===== config.mk =====
export PLATFORM = sky130hd
export DESIGN_NAME = reverse_in_groups_flat
export DESIGN_NICKNAME = d
export VERILOG_FILES = /design/src/design/rig_pkg.sv /design/src/design/rig_if.sv /design/src/design/reverse_in_groups.sv /design/src/design/rig_store.sv /design/src/flat_wrapper.sv
export SDC_FILE = /design/constraint.sdc
export NUM_CORES = 2
export LEC_CHECK = 0
export BUFFER_PORTS_ARGS = -buffer_cell sky130_fd_sc_hd__buf_4
export CAP_MARGIN = 10
export CORE_ASPECT_RATIO = 0.5
export CORE_MARGIN = 2
export CORE_UTILIZATION = 49
export CTS_CLUSTER_DIAMETER = 200
export DETAILED_ROUTE_END_ITERATION = 8
export HOLD_SLACK_MARGIN = 0.1
export PLACE_DENSITY = 0.71
export SYNTH_ARGS = -nofsm -noshare
export SYNTH_HDL_FRONTEND = slang
export SYNTH_SLANG_ARGS = --single-unit

===== constraint.sdc =====
create_clock -name i_clk -period 5.8 [get_ports i_clk]
set_input_delay 0.29 -clock i_clk [delete_from_list [all_inputs] [get_ports i_clk]]
set_output_delay 0.29 -clock i_clk [all_outputs]
set_load 0.02 [all_outputs]

===== src/design/rig_pkg.sv =====
package rig_pkg;

    localparam int MAX_GROUP  = 64;
    localparam int ELEM_WIDTH = 32;
    localparam int CFG_W      = 7;
    localparam int ADDR_W     = $clog2(MAX_GROUP);
    localparam int CNT_W      = $clog2(MAX_GROUP + 1);

    typedef logic signed [ELEM_WIDTH-1:0] t_elem;
    typedef logic [CFG_W-1:0]             t_cfg;
    typedef logic [ADDR_W-1:0]            t_addr;
    typedef logic [CNT_W-1:0]             t_cnt;

    typedef enum logic {
        ST_FILL,
        ST_DRAIN
    } t_state;

    typedef struct packed {
        logic  wr_en;
        t_addr wr_addr;
        logic  rd_en;
        t_addr rd_addr;
    } t_store_ctl;

    function automatic t_cnt eff_size(t_cfg cfg);
        t_cnt size;
        if (cfg == '0) begin
            size = t_cnt'(1);
        end else if (int'(cfg) > MAX_GROUP) begin
            size = t_cnt'(MAX_GROUP);
        end else begin
            size = t_cnt'(cfg);
        end
        return size;
    endfunction

endpackage


===== src/design/rig_if.sv =====
interface rig_in_if;
    logic               valid;
    logic               ready;
    rig_pkg::t_elem     element;
    logic               array_end;

    modport source(output valid, output element, output array_end, input ready);
    modport sink(input valid, input element, input array_end, output ready);
endinterface

interface rig_out_if;
    logic               valid;
    logic               ready;
    rig_pkg::t_elem     element_out;
    logic               group_last;
    logic               array_last;

    modport source(output valid, output element_out, output group_last,
                   output array_last, input ready);
    modport sink(input valid, input element_out, input group_last,
                 input array_last, output ready);
endinterface

interface rig_cfg_if;
    logic               valid;
    logic               ready;
    rig_pkg::t_cfg      group_size;

    modport source(output valid, output group_size, input ready);
    modport sink(input valid, input group_size, output ready);
endinterface


===== src/design/reverse_in_groups.sv =====
// reverse_in_groups: reverses a stream of array elements in groups.
//
// i_in carries words of one array (element, array_end on its last word).
// o_out returns the same elements reversed within each group, with
// group_last on the last word of every group and array_last on the last
// word of the array. i_cfg writes group_size (1..64; 0 acts as 1, larger
// values as 64); write it only while the block is idle.
//
// Words of a group are written into a 64-entry buffer, one per cycle.
// When a group fills, or array_end arrives, the block stops taking input
// and reads the group back from the top entry down, one read per cycle
// while the output is not stalled. The first reversed word passes
// through the buffer's read register and the output register before it
// shows on o_out. No input is taken while a group is read out, so the
// collection and readout of groups alternate. A stalled receiver holds
// o_out and the read side; input resumes once the last read of the group
// has been issued. Reset clears the fill count and the output valid and
// sets group_size to 1; buffer contents are not cleared.
module reverse_in_groups (
    input  logic        i_clk,
    input  logic        i_rst_n,
    rig_cfg_if.sink     i_cfg,
    rig_in_if.sink      i_in,
    rig_out_if.source   o_out
);

    rig_pkg::t_state     r_state, n_state;
    rig_pkg::t_cfg       r_group_size;
    rig_pkg::t_cnt       r_fill;
    rig_pkg::t_cnt       fill_n;
    rig_pkg::t_addr      r_rd_addr;
    logic                r_arr_end;
    logic                r_q_vld;
    logic                r_q_glast;
    logic                r_q_alast;
    logic                r_out_vld;
    rig_pkg::t_elem      r_out_elem;
    logic                r_out_glast;
    logic                r_out_alast;
    rig_pkg::t_elem      rd_data;
    rig_pkg::t_store_ctl store_ctl;
    logic                in_ready;
    logic                in_acc;
    logic                grp_done;
    logic                out_move;
    logic                rd_issue;

    assign fill_n   = r_fill + rig_pkg::t_cnt'(1);
    assign grp_done = (fill_n >= rig_pkg::eff_size(r_group_size)) || i_in.array_end;
    assign in_acc   = i_in.valid && in_ready;
    assign out_move = !r_out_vld || o_out.ready;

    always_comb begin
        n_state = r_state;
        case (r_state)
            rig_pkg::ST_FILL: begin
                if (in_acc && grp_done) begin
                    n_state = rig_pkg::ST_DRAIN;
                end
            end
            rig_pkg::ST_DRAIN: begin
                if (rd_issue && r_rd_addr == '0) begin
                    n_state = rig_pkg::ST_FILL;
                end
            end
            default: n_state = rig_pkg::ST_FILL;
        endcase
    end

    always_comb begin
        in_ready = 1'b0;
        rd_issue = 1'b0;
        case (r_state)
            rig_pkg::ST_FILL:  in_ready = 1'b1;
            rig_pkg::ST_DRAIN: rd_issue = !r_q_vld || out_move;
            default: begin
                in_ready = 1'b0;
                rd_issue = 1'b0;
            end
        endcase
    end

    assign store_ctl.wr_en   = in_acc;
    assign store_ctl.wr_addr = r_fill[rig_pkg::ADDR_W-1:0];
    assign store_ctl.rd_en   = rd_issue;
    assign store_ctl.rd_addr = r_rd_addr;

    rig_store u_store (
        .i_clk     (i_clk),
        .i_ctl     (store_ctl),
        .i_wr_data (i_in.element),
        .o_rd_data (rd_data)
    );

    always_ff @(posedge i_clk) begin
        if (!i_rst_n) begin
            r_state      <= rig_pkg::ST_FILL;
            r_group_size <= rig_pkg::t_cfg'(1);
            r_fill       <= '0;
            r_q_vld      <= 1'b0;
            r_out_vld    <= 1'b0;
        end else begin
            r_state <= n_state;
            if (i_cfg.valid) begin
                r_group_size <= i_cfg.group_size;
            end
            if (in_acc) begin
                r_fill <= grp_done ? '0 : fill_n;
            end
            if (rd_issue) begin
                r_q_vld <= 1'b1;
            end else if (out_move) begin
                r_q_vld <= 1'b0;
            end
            if (out_move) begin
                r_out_vld <= r_q_vld;
            end
        end
    end

    always_ff @(posedge i_clk) begin
        if (in_acc && grp_done) begin
            r_rd_addr <= r_fill[rig_pkg::ADDR_W-1:0];
            r_arr_end <= i_in.array_end;
        end else if (rd_issue) begin
            r_rd_addr <= r_rd_addr - rig_pkg::t_addr'(1);
        end
        if (rd_issue) begin
            r_q_glast <= (r_rd_addr == '0);
            r_q_alast <= (r_rd_addr == '0) && r_arr_end;
        end
        if (out_move) begin
            r_out_elem  <= rd_data;
            r_out_glast <= r_q_glast;
            r_out_alast <= r_q_alast;
        end
    end

    assign i_cfg.ready       = 1'b1;
    assign i_in.ready        = in_ready;
    assign o_out.valid       = r_out_vld;
    assign o_out.element_out = r_out_elem;
    assign o_out.group_last  = r_out_glast;
    assign o_out.array_last  = r_out_alast;

    a_alast_glast: assert property (@(posedge i_clk) disable iff (!i_rst_n)
        o_out.valid && o_out.array_last |-> o_out.group_last)
        else $error("array_last without group_last");

    a_drain_empty: assert property (@(posedge i_clk) disable iff (!i_rst_n)
        r_state == rig_pkg::ST_DRAIN |-> r_fill == '0)
        else $error("fill count not cleared during readout");

    a_q_hold: assert property (@(posedge i_clk) disable iff (!i_rst_n)
        r_q_vld && !out_move |=> r_q_vld && $stable(rd_data))
        else $error("read data lost under stall");

    a_fill_bound: assert property (@(posedge i_clk) disable iff (!i_rst_n)
        int'(r_fill) < rig_pkg::MAX_GROUP)
        else $error("fill count out of range");

endmodule


===== src/design/rig_store.sv =====
module rig_store (
    input  logic                i_clk,
    input  rig_pkg::t_store_ctl i_ctl,
    input  rig_pkg::t_elem      i_wr_data,
    output rig_pkg::t_elem      o_rd_data
);

    rig_pkg::t_elem r_mem [rig_pkg::MAX_GROUP];
    rig_pkg::t_elem r_rd_data;

    always_ff @(posedge i_clk) begin
        if (i_ctl.wr_en) begin
            r_mem[i_ctl.wr_addr] <= i_wr_data;
        end
    end

    always_ff @(posedge i_clk) begin
        if (i_ctl.rd_en) begin
            r_rd_data <= r_mem[i_ctl.rd_addr];
        end
    end

    assign o_rd_data = r_rd_data;

endmodule

===== src/flat_wrapper.sv =====
// flat-port wrapper written by rule: the top's interface ports become plain ports
module reverse_in_groups_flat 
  (i_clk, i_rst_n, i_cfg_valid, i_cfg_group_size, i_cfg_ready, i_in_valid, i_in_element, i_in_array_end, i_in_ready, o_out_valid, o_out_element_out, o_out_group_last, o_out_array_last, o_out_ready);
  rig_cfg_if i_cfg_i ();
  rig_in_if i_in_i ();
  rig_out_if o_out_i ();
  input  logic i_clk;
  input  logic i_rst_n;
  input wire logic [$bits(i_cfg_i.valid)-1:0] i_cfg_valid;
  input wire logic [$bits(i_cfg_i.group_size)-1:0] i_cfg_group_size;
  output wire logic [$bits(i_cfg_i.ready)-1:0] i_cfg_ready;
  input wire logic [$bits(i_in_i.valid)-1:0] i_in_valid;
  input wire logic [$bits(i_in_i.element)-1:0] i_in_element;
  input wire logic [$bits(i_in_i.array_end)-1:0] i_in_array_end;
  output wire logic [$bits(i_in_i.ready)-1:0] i_in_ready;
  output wire logic [$bits(o_out_i.valid)-1:0] o_out_valid;
  output wire logic [$bits(o_out_i.element_out)-1:0] o_out_element_out;
  output wire logic [$bits(o_out_i.group_last)-1:0] o_out_group_last;
  output wire logic [$bits(o_out_i.array_last)-1:0] o_out_array_last;
  input wire logic [$bits(o_out_i.ready)-1:0] o_out_ready;
  assign i_cfg_i.valid = i_cfg_valid;
  assign i_cfg_i.group_size = i_cfg_group_size;
  assign i_cfg_ready = i_cfg_i.ready;
  assign i_in_i.valid = i_in_valid;
  assign i_in_i.element = i_in_element;
  assign i_in_i.array_end = i_in_array_end;
  assign i_in_ready = i_in_i.ready;
  assign o_out_valid = o_out_i.valid;
  assign o_out_element_out = o_out_i.element_out;
  assign o_out_group_last = o_out_i.group_last;
  assign o_out_array_last = o_out_i.array_last;
  assign o_out_i.ready = o_out_ready;
  reverse_in_groups u_core (.i_clk(i_clk), .i_rst_n(i_rst_n), .i_cfg(i_cfg_i), .i_in(i_in_i), .o_out(o_out_i));
endmodule

[After elaboration in Yosys (flattened, before gate mapping)]
Memory sizes are Yosys's and may differ from the RTL's. A register that Yosys moved wholly into a read port is not among the register bits.
Index checks and enable logic that the tools add are counted.
Operators by class
  add/subtract/negate cells: 2
  order comparisons: 2
  multiplexer cells: 14
  bitwise gates (word level): 1
  reduce and logical (&&, ||, !) cells: 13
Operators with widths (number)
  2-to-1 mux 7 bit: 3
  2-to-1 mux 6 bit: 2
  2-to-1 mux 1 bit: 8
  adder 7 x 1 -> 7 bit (second input constant): 1
  >= comparator 7 bit: 1
  greater-than comparator 7 bit (second input constant): 1
  zero test 7 bit: 1
  zero test 6 bit: 1
  subtractor 6 x 1 -> 6 bit (second input constant): 1
  logical AND 1 bit: 4
  nonzero test 2 bit: 2
  logical OR 1 bit: 3
  zero test 1 bit: 2
  case mux 1 bit (2 select lines): 1
  inverter 1 bit: 1
Word-level totals
  register bits: 60
  bits in writable memories: 2048
  input port bits: 45
  word-level logic and storage cells: 45
  memories kept: 1
Memory list
  u_core.u_store.r_mem: words 64, bits a word 32, read ports 1, clocked after Yosys merged registers in 1, write ports 1, RTL line rig_store.sv:8  | rig_pkg::t_elem r_mem [rig_pkg::MAX_GROUP];

[Logic depth before layout (Yosys ltp)]
  depth after elaboration: 8
  gate-level depth with buffers: 12

[Hierarchy]
A second synthesis with hierarchy kept.
Unflattened totals
  cell total of the unflattened synthesis: 3501
  area, all modules: 81276.7 um2
Modules (own cells, without submodules)
  rig_store: times used 1, cells each 3324, area an instance 78835.6 um2
  reverse_in_groups: times used 1, cells each 177, area an instance 2441.1 um2

[Worst setup path after synthesis]
No wires, ideal clock.
  path type: in2reg
  start point: in i_in_valid
  end point: mem u_core.u_store.r_mem[32][0] (netlist name) (enable)
  setup time: 0.461 ns
  arrival: 3.313 ns
  data required time: 5.339 ns
  setup slack: 2.026 ns
  stages: 5
  path buffers: 1
  cells stage by stage: nor2b_1 > clkbuf_1 > and3_1 > nand2_1 > nor3_1
Between the ends
  word-level cells in the longest chain between the ends: 3
RTL lines
  from (decl): RTL line flat_wrapper.sv:12  | input wire logic [$bits(i_in_i.valid)-1:0] i_in_valid;
  logical AND 1 bit: RTL line reverse_in_groups.sv:50  | assign in_acc = i_in.valid && in_ready;
  2-to-1 mux 1 bit: RTL line rig_store.sv:12  | if (i_ctl.wr_en) begin
  2-to-1 mux 1 bit (not written as such): RTL line rig_store.sv:13  | r_mem[i_ctl.wr_addr] <= i_wr_data;
  to (decl): RTL line rig_store.sv:8
No other way between the ends.

==> PnR_summary.wiki <==
{| class="wikitable"
! Metric !! Value
|-
| Result of the run || finished clean
|-
| Antenna viol nets, final || 0
|-
| Clock tree from TritonCTS || done
|-
| WS Path Type || reg -> reg
|-
| Simple-gate area share of the yosys netlist || 0.0139
|-
| Arr. time, crit path || 5.26 ns
|-
| Number of filler cells placed in the layout || 11659
|-
| Most instantiated library cell after synthesis || sky130_fd_sc_hd__edfxtp_1
|-
| Critical Path Most Common Cell || sky130_fd_sc_hd__buf_12
|-
| Power share of the clock group || 0.329
|-
| Xor/xnor share of the synthesized area || 0.00139
|-
| Unique masters post-synth || 60
|-
| Per-cell via count in the routed design || 6.60
|-
| Required arrival time at the worst endpoint || 6.34 ns
|-
| Most instantiated cells after synthesis || sky130_fd_sc_hd__edfxtp_1 (2123), sky130_fd_sc_hd__mux4_2 (521), sky130_fd_sc_hd__mux2i_1 (140), sky130_fd_sc_hd__nor2_1 (95), sky130_fd_sc_hd__clkbuf_1 (76)
|-
| Maximum level of the CTS H-tree || 4
|-
| Share of the yosys chip area belonging to registers || 0.784
|-
| Period utilization || 0.814
|-
| Master of the slowest instance on the critical path || sky130_fd_sc_hd__edfxtp_1
|-
| Internal power of the cells || 26.5 mW
|-
| Mean post-synth cell area || 23.0 um^2
|-
| Switching power total || 9.76 mW
|-
| Element type at the critical path start || register
|-
| DRC violation total after the first TritonRoute iteration || 6673
|-
| Total of buffers placed on input and output ports || 80
|-
| Shortest clock period the worst path allows after layout || 4.72 ns
|-
| Sequential standard cell area || 64100 um^2
|-
| Post-synth EDFFs || 2123
|-
| Remaining max-slew budget at the tightest pin || 0.143
|-
| Clk_skew || 0.0267 ns
|-
| R2r startpoint || u_core.r_rd_addr[0]
|-
| Slew Limit Fails || 0
|-
| Critical path, cell by cell || buf_12 > buf_12 > buf_4 > mux4_2 > a211oi_1 > nor2_1 > o21ai_0 > o211ai_1
|-
| Cell taking the most area after synthesis || sky130_fd_sc_hd__edfxtp_1
|-
| Layout area overhead || 12.9%
|-
| Die height || 293 um
|-
| Number of placement rows || 105
|-
| Launching instance or port of the critical path || u_core.r_rd_addr[0]
|-
| Primary flip-flop cell chosen by synthesis mapping || sky130_fd_sc_hd__edfxtp_1
|-
| Type of element capturing the critical path || register
|-
| Static Leak || 28.8 nW
|-
| Count of cells resized by post-cts repair || 0
|-
| Max IR drop VDD || 0.000405 V
|-
| Via count of the first global-routing pass || 39274
|-
| FMAX || 212 MHz
|-
| Post-synthesis adder-cell area fraction || 0.00153
|-
| Max-cap violations || 0
|-
| Routed wire length per instance || 35.4 um
|-
| Global-route wire length before repair || 303 mm
|-
| X dimension of the die || 582 um
|-
| Clock tree buffer depth || 3
|-
| Compound-gate portion of the synthesized area || 0.0225
|-
| Final Hold Vio Count || 0
|-
| Routability congestion estimate from global placement || 0.847
|-
| Sw Ratio || 0.269
|-
| Worst hold path startpoint || i_in_element[8]
|-
| Starting density of the core || 0.496
|-
| Proportion of synthesized area in mux cells || 0.163
|-
| Share of synthesized flip-flops with an asynchronous set or reset || 0
|-
| Register bit total from synthesis || 2140
|-
| Post-layout net count || 3879
|-
| Syn Inst Count || 3561
|-
| DRT Pass-1 Iters || 5
|-
| Total congestion overflow || 0
|-
| Critical Path Max Stage Delay || 1.18 ns
|-
| Worst Path Max Fanout || 41
|-
| Power per Cell Area || 393 nW/um^2
|-
| Post-synthesis instance area || 81700 um^2
|-
| Number of antenna violations at the first check in global routing || 12
|-
| Layout cells sized above 1 || 0.276
|-
| CTS sink cnt || 2140
|-
| Placed Cells || 5774
|-
| Number of cells in the finished layout apart from fillers || 6159
|-
| Pin count of the biggest net entering global routing || 92
|-
| Top post-synthesis cells by area || sky130_fd_sc_hd__edfxtp_1 (78%), sky130_fd_sc_hd__mux4_2 (14%), sky130_fd_sc_hd__mux2i_1 (1.7%)
|-
| WL final || 218 mm
|-
| Area share of the leading cell type in the synthesized netlist || 0.780
|-
| Boundary pin count || 82
|-
| Multi-input logic area || 17000 um^2
|-
| Final-report setup violation count || 0
|-
| Clock transition at the register clock pins on the worst setup and hold paths after CTS || 0.07 ns
|-
| Remaining routing DRC violations || 0
|-
| Accumulated negative setup slack || 0 ns
|-
| Pin slew with the least headroom to its limit || 1.28 ns
|-
| Cell chosen for the clock root || sky130_fd_sc_hd__clkbuf_16
|-
| Gate power share || 0.189
|-
| Number of warning messages in the yosys log || 0
|-
| Tightest Hold Check Type || in -> reg
|-
| Total number of vias || 40627
|-
| Core outline area || 165000 um^2
|-
| Dominant combinational cell family by area after synthesis || multiplexers
|-
| Setup repair after global routing missed its margin || false
|-
| Number of nets in the synthesized netlist || 3616
|-
| Clock latency on the worst-skew pair || 0.82 ns
|-
| Part of the power in registers || 0.481
|-
| TritonCTS buffer count || 181
|-
| Die ar. || 170000 um^2
|-
| Global Route Usage Sum || 0.255
|-
| Detail Placement HPWL || 124 mm
|}
[path summary, 6_finish.rpt]
check	endpoint	slack, ns	cells after the start
hold / removal	u_core.u_store.r_mem[11][8]	0.14	1
hold reg to reg	u_core.o_out.array_last	0.42	0
setup / recovery	u_core.u_store.o_rd_data[9]	1.08	8
setup reg to reg	u_core.u_store.o_rd_data[9]	1.08	8
[metrics by stage]
stage	utilization	instance area (um^2)	hold WS, ns	setup slack, ns	power (mW)
3_3_place_gp	0.520	85700	0.404	1.28	24.4
6_report	0.560	92300	0.138	1.08	36.2
5_1_grt	0.560	92300	0.144	1.11	37.1
3_5_place_dp	0.521	85900	0.410	1.21	24.4
2_1_floorplan	-	81700	0.389	2.03	21.7
4_1_cts	0.559	92100	0.100	1.23	36.2
[layer usage]
metal,wire [um],share of wire,GRT usage
met4,6680,0.031,0.0829
met1,82800,0.38,0.368
met5,125,0.00057,0
met2,98400,0.45,0.377
met3,29700,0.14,0.0750
[area by class of cell]
| class | instances | share of cell area |
|---|---|---|
| inverters | 9 | 0.000420 |
| clock inverters | 91 | 0.00831 |
| multi-input cells | 1215 | 0.185 |
| diodes | 1 | 0.0000271 |
| well taps | 2193 | 0.0297 |
| clock buffers | 233 | 0.0535 |
| repair buffers | 277 | 0.0289 |
| flip-flops and latches | 2140 | 0.695 |
[worst max-delay path: cells and delay by family (launching register included)]
| kind | cells | cell delay [ns] |
|---|---|---|
| AO/OA/AOI/OAI | 3 | 1.50 |
| flip-flops | 1 | 1.18 |
| buffers and inverters | 3 | 1.05 |
| multiplexers | 1 | 0.54 |
| AND/OR/NAND/NOR | 1 | 0.08 |
[power by group through the flow]
| stage | Sequential [mW] | Combinational (mW) | Clock (mW) |
|---|---|---|---|
| finish | 17.4 | 6.86 | 11.9 |
| global route | 17.4 | 7.09 | 12.6 |
| CTS | 17.4 | 6.74 | 12.0 |
| detailed placement | 17.8 | 6.67 | 0 |
| global placement | 17.8 | 6.59 | 0 |
| floorplan | 17.7 | 3.99 | 0 |
[cells in the final DEF, fill, tap and decap left out, types with 7 or more instances in the layout]
cell type	synthesis	routed
sky130_fd_sc_hd__ha_1	10	10
sky130_fd_sc_hd__edfxtp_1	2123	2123
sky130_fd_sc_hd__a21oi_1	43	42
sky130_fd_sc_hd__buf_16	0	7
sky130_fd_sc_hd__buf_12	0	25
sky130_fd_sc_hd__mux2_2	17	17
sky130_fd_sc_hd__dfxtp_1	17	17
sky130_fd_sc_hd__o21ai_0	46	46
sky130_fd_sc_hd__buf_4	29	191
sky130_fd_sc_hd__nor2_1	95	34
sky130_fd_sc_hd__a221oi_1	9	9
sky130_fd_sc_hd__nor2b_1	19	17
sky130_fd_sc_hd__o21ai_1	10	10
sky130_fd_sc_hd__clkbuf_16	0	189
sky130_fd_sc_hd__nand3_1	13	13
sky130_fd_sc_hd__clkbuf_1	76	40
sky130_fd_sc_hd__nor2_4	0	61
sky130_fd_sc_hd__bufinv_16	0	13
sky130_fd_sc_hd__nor3_1	10	7
sky130_fd_sc_hd__mux4_2	521	521
sky130_fd_sc_hd__nand2_1	64	64
sky130_fd_sc_hd__a211o_1	12	12
sky130_fd_sc_hd__a211oi_1	15	15
sky130_fd_sc_hd__o22ai_1	34	34
sky130_fd_sc_hd__dlygate4sd3_1	0	52
sky130_fd_sc_hd__clkinv_2	0	33
sky130_fd_sc_hd__o31a_1	7	7
sky130_fd_sc_hd__mux2i_1	140	140
sky130_fd_sc_hd__xor2_1	7	7
sky130_fd_sc_hd__o221ai_1	33	33
sky130_fd_sc_hd__a31oi_1	7	7
sky130_fd_sc_hd__clkinv_1	2	36
sky130_fd_sc_hd__a22oi_1	14	14
[flip-flops by register name, summed over array words and instances (netlist names)]
register / cells
u_core.r_q_alast: 1
u_core.u_store.o_rd_data: 32
u_core.r_fill: 7
u_core.r_state: 1
u_core.r_q_vld: 1
u_core.o_out.group_last: 1
u_core.o_out.valid: 1
u_core.r_q_glast: 1
u_core.r_rd_addr: 6
u_core.r_group_size: 7
u_core.r_arr_end: 1
u_core.o_out.array_last: 1
u_core.u_store.r_mem: 2048
u_core.o_out.element_out: 32
[repair_timing]
action	in CTS	in global routing
endpoints found under the hold margin	1169	0
buffers inserted	0	0
hold buffers	52	0
setup endpoints to repair	0	0
[kinds of logic (layout without fill, tap and decap cells)]
family                   Yosys count  after routing
other                              1              2
multiplexers                     678            678
AO/OA/AOI/OAI                    269            269
flip-flops                      2140           2140
AND/OR/NAND/NOR                  244            244
adder cells (fa/ha/maj)           10             10
XOR/XNOR                          13             13
buffers and inverters            206            610
(Power assumes the default switching activity.)
